--- config.mk ---
export PLATFORM = sky130hd
export DESIGN_NAME = backlight_fade_autodim_controller
export DESIGN_NICKNAME = d
export VERILOG_FILES = /design/src/bfac_pkg.sv /design/src/backlight_fade_autodim_controller.sv
export SDC_FILE = /design/constraint.sdc
export NUM_CORES = 1
export LEC_CHECK = 0
export BUFFER_PORTS_ARGS = -buffer_cell sky130_fd_sc_hd__buf_2
export CAP_MARGIN = 20
export CORE_MARGIN = 5
export CORE_UTILIZATION = 40
export CTS_CLUSTER_DIAMETER = 100
export DETAILED_ROUTE_END_ITERATION = 12
export GPL_ROUTABILITY_DRIVEN = 0
export HOLD_SLACK_MARGIN = 0.1
export PLACE_DENSITY = 0.61
export RECOVER_POWER = 100
export SETUP_SLACK_MARGIN = 0.5
export SKIP_LAST_GASP = 1
export SLEW_MARGIN = 10
export SYNTH_ARGS = -nofsm -noshare
export SYNTH_HDL_FRONTEND = slang
export SYNTH_SLANG_ARGS = --single-unit
--- constraint.sdc ---
create_clock -name aclk -period 6.2 [get_ports aclk]
set_clock_uncertainty 0.1 [all_clocks]
set_input_delay 0.93 -clock aclk [delete_from_list [all_inputs] [get_ports aclk]]
set_output_delay 0.93 -clock aclk [all_outputs]
set_load 0.05 [all_outputs]
--- src/bfac_pkg.sv ---
// ----------------------------------------------------------------------------
// bfac_pkg
// Shared codes, register map and reset values for the backlight controller.
// ----------------------------------------------------------------------------
`default_nettype none

package bfac_pkg;

    // Command codes carried on the input channel's tuser
    typedef enum logic [1:0] {
        CMD_SET_LEVEL = 2'd0,
        CMD_FADE_TICK = 2'd1,
        CMD_MON_TICK  = 2'd2,
        CMD_NONE      = 2'd3
    } cmd_t;

    // Register indexes (byte address = 4 * index)
    localparam int unsigned ADDR_W    = 5;
    localparam logic [2:0] REG_AUTO_SLEEP = 3'd0;
    localparam logic [2:0] REG_TIMEOUT    = 3'd1;
    localparam logic [2:0] REG_DIM_LEVEL  = 3'd2;
    localparam logic [2:0] REG_FADE_ON    = 3'd3;
    localparam logic [2:0] REG_FADE_DELTA = 3'd4;
    localparam logic [2:0] REG_FULL_SCALE = 3'd5;

    // Register reset values
    localparam logic        RST_AUTO_SLEEP = 1'b1;
    localparam logic [31:0] RST_TIMEOUT    = 32'd30000;
    localparam logic [7:0]  RST_DIM_LEVEL  = 8'd32;
    localparam logic        RST_FADE_ON    = 1'b1;
    localparam logic [7:0]  RST_FADE_DELTA = 8'd5;
    localparam logic [15:0] RST_FULL_SCALE = 16'd255;

    // Brightness state comes out of reset at full on
    localparam logic [7:0]  LEVEL_MAX      = 8'd255;

endpackage : bfac_pkg

`default_nettype wire

--- src/backlight_fade_autodim_controller.sv ---
// ----------------------------------------------------------------------------
// backlight_fade_autodim_controller
// Backlight brightness control with fade ramp, auto-dim on inactivity and
// inverted PWM duty output.
// ----------------------------------------------------------------------------
// The result is registered: it is valid on the m_ side in the cycle after input accept.
// Throughput: 1 item per cycle; the output register is refilled in the same
//   cycle it is drained, so the input stalls only while a held result is not taken.
// Reset: aresetn synchronous, active low; registers return to their defaults,
//   brightness/target/saved level to full on, awake, last inactivity 0.
`default_nettype none

module backlight_fade_autodim_controller
    import bfac_pkg::*;
(
    input  wire logic                aclk,
    input  wire logic                aresetn,

    // Input items
    input  wire logic                s_tvalid,
    output logic                     s_tready,
    input  wire logic [39:0]         s_tdata,   // [7:0] level, [39:8] inactive_ms
    input  wire logic [1:0]          s_tuser,   // [1:0] cmd

    // Result items
    output logic                     m_tvalid,
    input  wire logic                m_tready,
    output logic [39:0]              m_tdata,   // [15:0] duty, [23:16] brightness,
                                                // [31:24] target, [32] asleep, zero pad

    // Configuration port
    input  wire logic                psel,
    input  wire logic                penable,
    input  wire logic                pwrite,
    input  wire logic [ADDR_W-1:0]   paddr,
    input  wire logic [31:0]         pwdata,
    output logic [31:0]              prdata,
    output logic                     pready
);

    // ------------------------------------------------------------------
    // Configuration registers
    // ------------------------------------------------------------------
    logic        auto_sleep_reg;
    logic [31:0] timeout_reg;
    logic [7:0]  dim_level_reg;
    logic        fade_on_reg;
    logic [7:0]  fade_delta_reg;
    logic [15:0] full_scale_reg;

    logic        cfg_wr;
    logic [2:0]  cfg_idx;

    assign pready  = 1'b1;
    assign cfg_wr  = psel & penable & pwrite & pready;
    assign cfg_idx = paddr[ADDR_W-1:2];

    always_ff @(posedge aclk) begin
        if (!aresetn) begin
            auto_sleep_reg <= RST_AUTO_SLEEP;
            timeout_reg    <= RST_TIMEOUT;
            dim_level_reg  <= RST_DIM_LEVEL;
            fade_on_reg    <= RST_FADE_ON;
            fade_delta_reg <= RST_FADE_DELTA;
            full_scale_reg <= RST_FULL_SCALE;
        end else if (cfg_wr) begin
            case (cfg_idx)
                REG_AUTO_SLEEP: auto_sleep_reg <= pwdata[0];
                REG_TIMEOUT:    timeout_reg    <= pwdata;
                REG_DIM_LEVEL:  dim_level_reg  <= pwdata[7:0];
                REG_FADE_ON:    fade_on_reg    <= pwdata[0];
                REG_FADE_DELTA: fade_delta_reg <= pwdata[7:0];
                REG_FULL_SCALE: full_scale_reg <= pwdata[15:0];
                default: ;  // unmapped: write dropped
            endcase
        end
    end

    // Read mux
    always_comb begin
        case (cfg_idx)
            REG_AUTO_SLEEP: prdata = {31'd0, auto_sleep_reg};
            REG_TIMEOUT:    prdata = timeout_reg;
            REG_DIM_LEVEL:  prdata = {24'd0, dim_level_reg};
            REG_FADE_ON:    prdata = {31'd0, fade_on_reg};
            REG_FADE_DELTA: prdata = {24'd0, fade_delta_reg};
            REG_FULL_SCALE: prdata = {16'd0, full_scale_reg};
            default:        prdata = 32'd0;
        endcase
    end

    // ------------------------------------------------------------------
    // Controller state
    // ------------------------------------------------------------------
    logic [7:0]  cur_reg,   cur_next;
    logic [7:0]  tgt_reg,   tgt_next;
    logic [7:0]  saved_reg, saved_next;
    logic        sleep_reg, sleep_next;
    logic [31:0] last_reg,  last_next;

    // Output register
    logic        m_valid_reg;
    logic [39:0] m_data_reg, m_data_next;

    logic        s_acc;
    cmd_t        cmd;
    logic [7:0]  in_level;
    logic [31:0] in_inactive;

    assign s_tready    = ~m_valid_reg | m_tready;
    assign s_acc       = s_tvalid & s_tready;
    assign cmd         = cmd_t'(s_tuser);
    assign in_level    = s_tdata[7:0];
    assign in_inactive = s_tdata[39:8];

    // Fade step toward target, clamped at target
    logic [8:0] up_sum;
    logic [7:0] down_gap;
    logic [7:0] fade_val;

    always_comb begin
        up_sum   = {1'b0, cur_reg} + {1'b0, fade_delta_reg};
        down_gap = cur_reg - tgt_reg;
        if (cur_reg == tgt_reg) begin
            fade_val = cur_reg;
        end else if (tgt_reg > cur_reg) begin
            fade_val = (up_sum > {1'b0, tgt_reg}) ? tgt_reg : up_sum[7:0];
        end else begin
            fade_val = (down_gap < fade_delta_reg) ? tgt_reg : cur_reg - fade_delta_reg;
        end
    end

    // Next state per command
    always_comb begin
        cur_next   = cur_reg;
        tgt_next   = tgt_reg;
        saved_next = saved_reg;
        sleep_next = sleep_reg;
        last_next  = last_reg;
        case (cmd)
            CMD_SET_LEVEL: begin
                tgt_next = in_level;
                if (!fade_on_reg) cur_next = in_level;
            end
            CMD_FADE_TICK: begin
                cur_next = fade_val;
            end
            CMD_MON_TICK: begin
                if (!auto_sleep_reg) begin
                    last_next = 32'd0;
                end else begin
                    if (in_inactive >= timeout_reg && !sleep_reg) begin
                        // going to sleep: remember brightness, head for dim level
                        sleep_next = 1'b1;
                        saved_next = cur_reg;
                        tgt_next   = dim_level_reg;
                        if (!fade_on_reg) cur_next = dim_level_reg;
                    end else if (sleep_reg && in_inactive < last_reg) begin
                        // activity seen: restore saved brightness
                        sleep_next = 1'b0;
                        tgt_next   = saved_reg;
                        if (!fade_on_reg) cur_next = saved_reg;
                    end
                    last_next = in_inactive;
                end
            end
            default: ;  // unused code: state unchanged
        endcase
    end

    // Result: duty saturates at 0 when full scale is below brightness
    logic [15:0] duty;
    always_comb begin
        duty = (full_scale_reg >= {8'd0, cur_next}) ? full_scale_reg - {8'd0, cur_next}
                                                    : 16'd0;
        m_data_next = {7'd0, sleep_next, tgt_next, cur_next, duty};
    end

    always_ff @(posedge aclk) begin
        if (!aresetn) begin
            cur_reg     <= LEVEL_MAX;
            tgt_reg     <= LEVEL_MAX;
            saved_reg   <= LEVEL_MAX;
            sleep_reg   <= 1'b0;
            last_reg    <= 32'd0;
            m_valid_reg <= 1'b0;
        end else begin
            if (s_acc) begin
                cur_reg   <= cur_next;
                tgt_reg   <= tgt_next;
                saved_reg <= saved_next;
                sleep_reg <= sleep_next;
                last_reg  <= last_next;
                m_valid_reg <= 1'b1;
            end else if (m_tready) begin
                m_valid_reg <= 1'b0;
            end
        end
    end

    always_ff @(posedge aclk) begin
        if (s_acc) begin
            m_data_reg <= m_data_next;
        end
    end

    assign m_tvalid = m_valid_reg;
    assign m_tdata  = m_data_reg;

endmodule : backlight_fade_autodim_controller

`default_nettype wire

* Yosys cells after proc, flatten, opt, wreduce, memory -nomap -nowiden
Cells that the tools add are included.
** Storage, ports and cells
- Bits in registers :: 157
- Input port bits :: 86
- Output and inout port bits :: 75
** Cells by class
- $add $sub $neg :: 4
- $lt $le $gt $ge :: 6
- Eq/ne operators :: 8
- Muxes and demuxes :: 23
- Bitwise operators :: 5
- Reductions and logical operators :: 14
** Operators with widths (number)
- $pmux W32 S6 :: 1
- $mux W8 :: 13
- $ge A32 B32 Y1 :: 1
- $lt A32 B32 Y1 :: 1
- $mux W32 :: 1
- $pmux W8 S3 :: 1
- $ge A16 B8 Y1 :: 1
- $pmux W8 S2 :: 1
- $sub A16 B8 Y16 :: 1
- $sub A8 B8 Y8 :: 2
- $reduce_and A2 Y1 :: 7
- $add A8 B8 Y9 :: 1
- $gt A9 B8 Y1 :: 1
- $eq A8 B8 Y1 :: 1
- $gt A8 B8 Y1 :: 1
- $lt A8 B8 Y1 :: 1
- $eq A3 B2 Y1 const B :: 2
- $eq A3 B3 Y1 const B :: 2
- $mux W1 :: 6
- $reduce_and A4 Y1 :: 1
- $and A1 B1 Y1 :: 3
- $eq A3 B1 Y1 const B :: 1
- $logic_not A3 Y1 :: 1
- $eq A2 B1 Y1 const B :: 1
- 7 further kinds :: 8

* Logic depth before layout (Yosys ltp)
- Depth after elaboration :: 7
- Depth in mapped cells :: 30
- Mapped depth without buffers :: 29

* Worst setup path before layout
Ideal clock, no wire load.
- Path kind :: reg2reg
- From :: reg fade_delta_reg[2]
- To :: reg m_data_reg[4], in the netlist m_tdata[4] (data pin)
- Library setup time :: 268 ps
- Arrival time :: 5524 ps
- Data required time :: 5832 ps
- Setup slack :: 308 ps
- Cell stages (with the launch flop) :: 28
- Buffers on the path :: 3
- Cells stage by stage :: dfxtp_1 inv_1 ha_1 clkbuf_1 nor2_1 o311a_1 or4_1 nand3_1 ha_1 a2111oi_0 o21ai_0 o221ai_1 and4b_1 buf_2 nand2_1 a31oi_1 a31oi_1 or2_1 ha_1 nor2b_1 o21ai_0 a21boi_0 o21ai_0 a21oi_1 nor4bb_1 and2_1 clkbuf_1 nor3_1
** On the way
- Longest elaborated chain between the ends :: 7
** Ends and longest elaborated chain
- start: declaration :: RTL line backlight_fade_autodim_controller.sv:48 : logic [7:0] fade_delta_reg;
- start signal: assignment :: RTL line backlight_fade_autodim_controller.sv:72 : REG_FADE_DELTA: fade_delta_reg <= pwdata[7:0];
- $add A8 B8 Y9 :: RTL line backlight_fade_autodim_controller.sv:122 : up_sum = {1'b0, cur_reg} + {1'b0, fade_delta_reg};
- $gt A9 B8 Y1 :: RTL line backlight_fade_autodim_controller.sv:127 : fade_val = (up_sum > {1'b0, tgt_reg}) ? tgt_reg : up_sum[7:0];
- $mux W8 :: RTL line backlight_fade_autodim_controller.sv:127
- $mux W8 * :: RTL line backlight_fade_autodim_controller.sv:126 : end else if (tgt_reg > cur_reg) begin
- $mux W8 * :: RTL line backlight_fade_autodim_controller.sv:124 : if (cur_reg == tgt_reg) begin
- $pmux W8 S3 * :: RTL line backlight_fade_autodim_controller.sv:140 : case (cmd)
- $sub A16 B8 Y16 / $ge A16 B8 Y1 (equally long branches) :: RTL line backlight_fade_autodim_controller.sv:174 : duty = (full_scale_reg >= {8'd0, cur_next}) ? full_scale_reg - {8'd0, cur_next}
- end signal: assignment :: RTL line backlight_fade_autodim_controller.sv:203 : m_data_reg <= m_data_next;
- end: declaration :: RTL line backlight_fade_autodim_controller.sv:103 : logic [39:0] m_data_reg, m_data_next;
Every way passes the cells marked *; elsewhere a longest branch is shown, timed or not.
A chain may end at the register's enable or synchronous reset.

* Final worst setup path
- From :: reg cur_reg[0]
- To :: reg m_data_reg[14], in the netlist m_tdata[14] (data pin)
** On the way
- Longest elaborated chain between the ends :: 7
** Ends and longest elaborated chain
- start: declaration :: RTL line backlight_fade_autodim_controller.sv:95 : logic [7:0] cur_reg, cur_next;
- start signal: assignment :: RTL line backlight_fade_autodim_controller.sv:189 : cur_reg <= cur_next;
- $add A8 B8 Y9 / $sub A8 B8 Y8 (equally long branches) :: RTL line backlight_fade_autodim_controller.sv:122, backlight_fade_autodim_controller.sv:123
- $gt A9 B8 Y1 / $lt A8 B8 Y1 (equally long branches) :: RTL line backlight_fade_autodim_controller.sv:127, backlight_fade_autodim_controller.sv:129
- $mux W8 (on tied branches) :: RTL line backlight_fade_autodim_controller.sv:127, backlight_fade_autodim_controller.sv:129
- $mux W8 :: RTL line backlight_fade_autodim_controller.sv:126
- $mux W8 :: RTL line backlight_fade_autodim_controller.sv:124
- $pmux W8 S3 * :: RTL line backlight_fade_autodim_controller.sv:140
- $sub A16 B8 Y16 / $ge A16 B8 Y1 (equally long branches) :: RTL line backlight_fade_autodim_controller.sv:174
Marked as above.

==> reports/metrics.cfg <==
[power]
swShare_pct=38.4
vdd_drop_max_uv=112
p_per_area_mw_per_mm2=278
pwr-share-comb_pct=39.0
p_leak_nw=5.13
internal_power_mw=2.25
p_sw_mw=1.40
p_total_mw=3.66
p_seq_share_pct=31.7
clkPwrFrac_pct=29.3

[timing]
period_needed_ns=5.73
slew_viol_final=177
tightest_slew_ns=2.29
post-route-period-util_pct=92.4
timing.final.ws_setup_ns=0.468
slew_headroom_pct=-52.9
tns_ns=0
rsz0062_at_grt=true
fmax_ghz=0.174
hold_viol=0
setup_viol=0

[grt]
grt_pass1_vias=9815
grt_pass1_wl_um=54300
antenna_found_initial=0
grt_max_degree=57
overflow=0
track_usage_pct=22.3

[synthesis]
synth.ff_latch_count=157
yosysWarnings=0
postSynth.asyncResetShare_pct=0
seq_area_frac_synth_pct=32.2
synth_edf_count=33
syn_area_sq_mm=0.0108
avgSynthCellArea_sq_um=8.04
synthFlopType=dfxtp_1
synth_cells=1342
yosysUniqueCellTypes=73

[setup_path]
startpoint=cur_reg[0]$_SDFFE_PN1P_
crit_slowest_cell=or4_4
cp-end-kind=flop
cp_num_cells=22
critPathLaunchType=flop
crit_type=reg -> reg
reg2reg_depth=22
crit_chain=ha_4, inv_2, fa_2, nor2_1, o311a_1, or4_4, nand3_4, ha_4, a2111oi_4, o21ai_0, o221ai_2, and4b_1, buf_6, a21bo_2, a211oi_4, o32ai_1, o21ai_0, ha_2, a211o_4, or2_4, nor3_2, mux2_2
crit_buf_inv=2
cp_top_family=compound AO/OA/AOI/OAI gates
timing.rr.end=m_tdata[14]$_SDFFCE_PN0P_
rr_startpoint=cur_reg[0]$_SDFFE_PN1P_
crit_path_end=m_tdata[14]$_SDFFCE_PN0P_
worstPathRequired_ns=6.29
arrival_ns=5.82
crit_path_max_incr_delay_ns=0.44
regToRegSetupSlack_ns=0.47
crit_fanout=6

[finish]
design_area_sq_mm=0.0132
post-route-util_pct=49.3
num_antenna_cells=0
largest_reg_flops=33
nFillCells=2649
drive_above_1_share_pct=17.5
area_growth_pct=22.2
fin_nets=1716

[route]
drt_iter0_markers=826
firstDrtPassIters=5
drt_wl_total_um=35000
drc=0
wire_per_inst_um=18.7
final_antenna_net_count=0
via_per_inst=5.56
vias=10405

[cts]
clk_latency_ns=0.44
clockBufferDepth=2
cts-htree-levels=4
cts_root_buf=clkbuf_16
cts_made_buffers=17
cts_tree=yes
clkTransAtPathRegs_ns=0.07
cts_num_sinks=157

[placement]
portBuffers=150
dpl.hpwl_um=26600
dp_slack_ns=-0.0103
place_area_sq_mm=0.0121

[die]
fp.dieArea_sq_mm=0.0303
die_y_um=174
die_w_um=174
initial_core_util_pct=40.4
coreArea_sq_mm=0.0267
io_pins=161
rows=60

[job]
cap_violations=4

[min_path]
hold_path.class=reg -> reg
worstHoldStart=last_reg[9]$_SDFFE_PN0P_

[status]
status=finished with violations
violations=max-capacitance violations, max-slew violations

layer usage:
metal / track usage, % / part of all wire [%] / vias to the layer above / wire length, um
met2: 34.6 / 44 / 380 / 15500
met3: 4.24 / 7.0 / 68 / 2460
met4: 7.95 / 2.9 / 0 / 1010
met1: 31.1 / 46 / 4887 / 16000
li1: - / - / 5070 / -
met5: 0 / 0 / - / 0
synthesized netlist by cell type, types with 10 or more instances:
cell type	n	area share, %
nand3_1	56	2.6
buf_4	10	0.70
o21ai_0	59	2.7
edfxtp_1	33	9.2
dfxtp_1	124	23
a21oi_1	58	2.7
o211ai_1	14	0.97
clkbuf_1	56	1.9
nor2_1	99	3.4
a22oi_1	16	1.1
a31oi_1	12	0.70
nand2b_1	15	0.87
nand4_1	20	1.2
a21boi_0	81	5.6
ha_1	109	13
inv_1	109	3.8
mux2i_1	25	2.3
nor3_1	33	1.5
a211oi_1	20	1.4
nor2b_1	17	0.99
xnor2_1	14	1.1
nand2_1	199	6.9
worst register-to-register path: stages, from the launching register on:
cell and delay [ns]:
dfxtp_4 0.37, ha_4 0.18, inv_2 0.05, fa_2 0.20, nor2_1 0.06, o311a_1 0.33
or4_4 0.44, nand3_4 0.12, ha_4 0.22, a2111oi_4 0.28, o21ai_0 0.15, o221ai_2 0.17
and4b_1 0.37, buf_6 0.17, a21bo_2 0.16, a211oi_4 0.05, o32ai_1 0.29, o21ai_0 0.21
ha_2 0.37, a211o_4 0.38, or2_4 0.29, nor3_2 0.17, mux2_2 0.36
cell usage in the layout, fill, tap and decap left out, types with 16 or more instances in the layout:
| master | n |
|---|---|
| a211oi_1 | 18 |
| a21boi_0 | 78 |
| a21oi_1 | 53 |
| a22oi_1 | 16 |
| buf_2 | 83 |
| buf_4 | 61 |
| clkbuf_1 | 78 |
| clkbuf_16 | 17 |
| dfxtp_1 | 119 |
| edfxtp_1 | 33 |
| ha_1 | 96 |
| inv_1 | 107 |
| mux2i_1 | 25 |
| nand2_1 | 198 |
| nand3_1 | 54 |
| nand4_1 | 20 |
| nor2_1 | 97 |
| nor2b_1 | 16 |
| nor3_1 | 29 |
| o21ai_0 | 54 |
final cells by class:
type | count | area, sq um | area share (%)
Timing Repair Buffer | 225 | 1200 | 9.15
Clock inverter | 15 | 175 | 1.33
Multi-Input combinational cell | 1006 | 7050 | 53.5
Inverter | 110 | 413 | 3.13
Clock buffer | 17 | 425 | 3.23
Tap cell | 341 | 427 | 3.24
Sequential cell | 157 | 3480 | 26.4
how the worst min path moves through the flow:
stage	endpoint	slack [ns]	cells after the start
final	last_reg[9]$_SDFFE_PN0P_	0.37	2
after global routing	last_reg[17]$_SDFFE_PN0P_	0.39	2
after CTS	last_reg[2]$_SDFFE_PN0P_	0.37	2
after detailed placement	last_reg[11]$_SDFFE_PN0P_	0.36	2
after global placement	last_reg[5]$_SDFFE_PN0P_	0.35	2
after floorplan	last_reg[0]$_SDFFE_PN0P_	0.34	2
logic make-up (layout without fill, tap and decap cells):
kind of cell / Yosys count / after routing / share of synthesized area [%]
and+or+nand+nor: 484 / 484 / 20.5
buffers and inverters: 185 / 367 / 6.90
xor gates and xnor gates: 22 / 22 / 1.79
DFF: 157 / 157 / 32.2
muxes: 29 / 29 / 2.74
other: 2 / 8 / 0.0696
adders and majority gates: 113 / 113 / 13.4
AOI/OAI and AO/OA: 350 / 350 / 22.4
through the flow:
step                hold WS [ns]  std cells
global placement           0.350       1822
global route               0.386       1871
finish                     0.367       1871
detailed placement         0.355       1822
floorplan                  0.338       1348
CTS                        0.366       1860
what timing repair did:
action | CTS | global route
gates resized for setup | 55 | 49
pin swaps | 13 | 29
hold buffers | 0 | 0
setup endpoints to repair | 16 | 16
buffers inserted | 6 | 10
power groups by stage:
stage / registers [mW] / clock network [mW] / logic, mW
floorplan: 1.32 / 0 / 0.660
finish: 1.16 / 1.07 / 1.43
detailed placement: 1.18 / 0 / 1.19
CTS: 1.16 / 1.08 / 1.31
global placement: 1.18 / 0 / 1.18
global route: 1.16 / 1.12 / 1.55
Power figures use the tool's default switching activity.
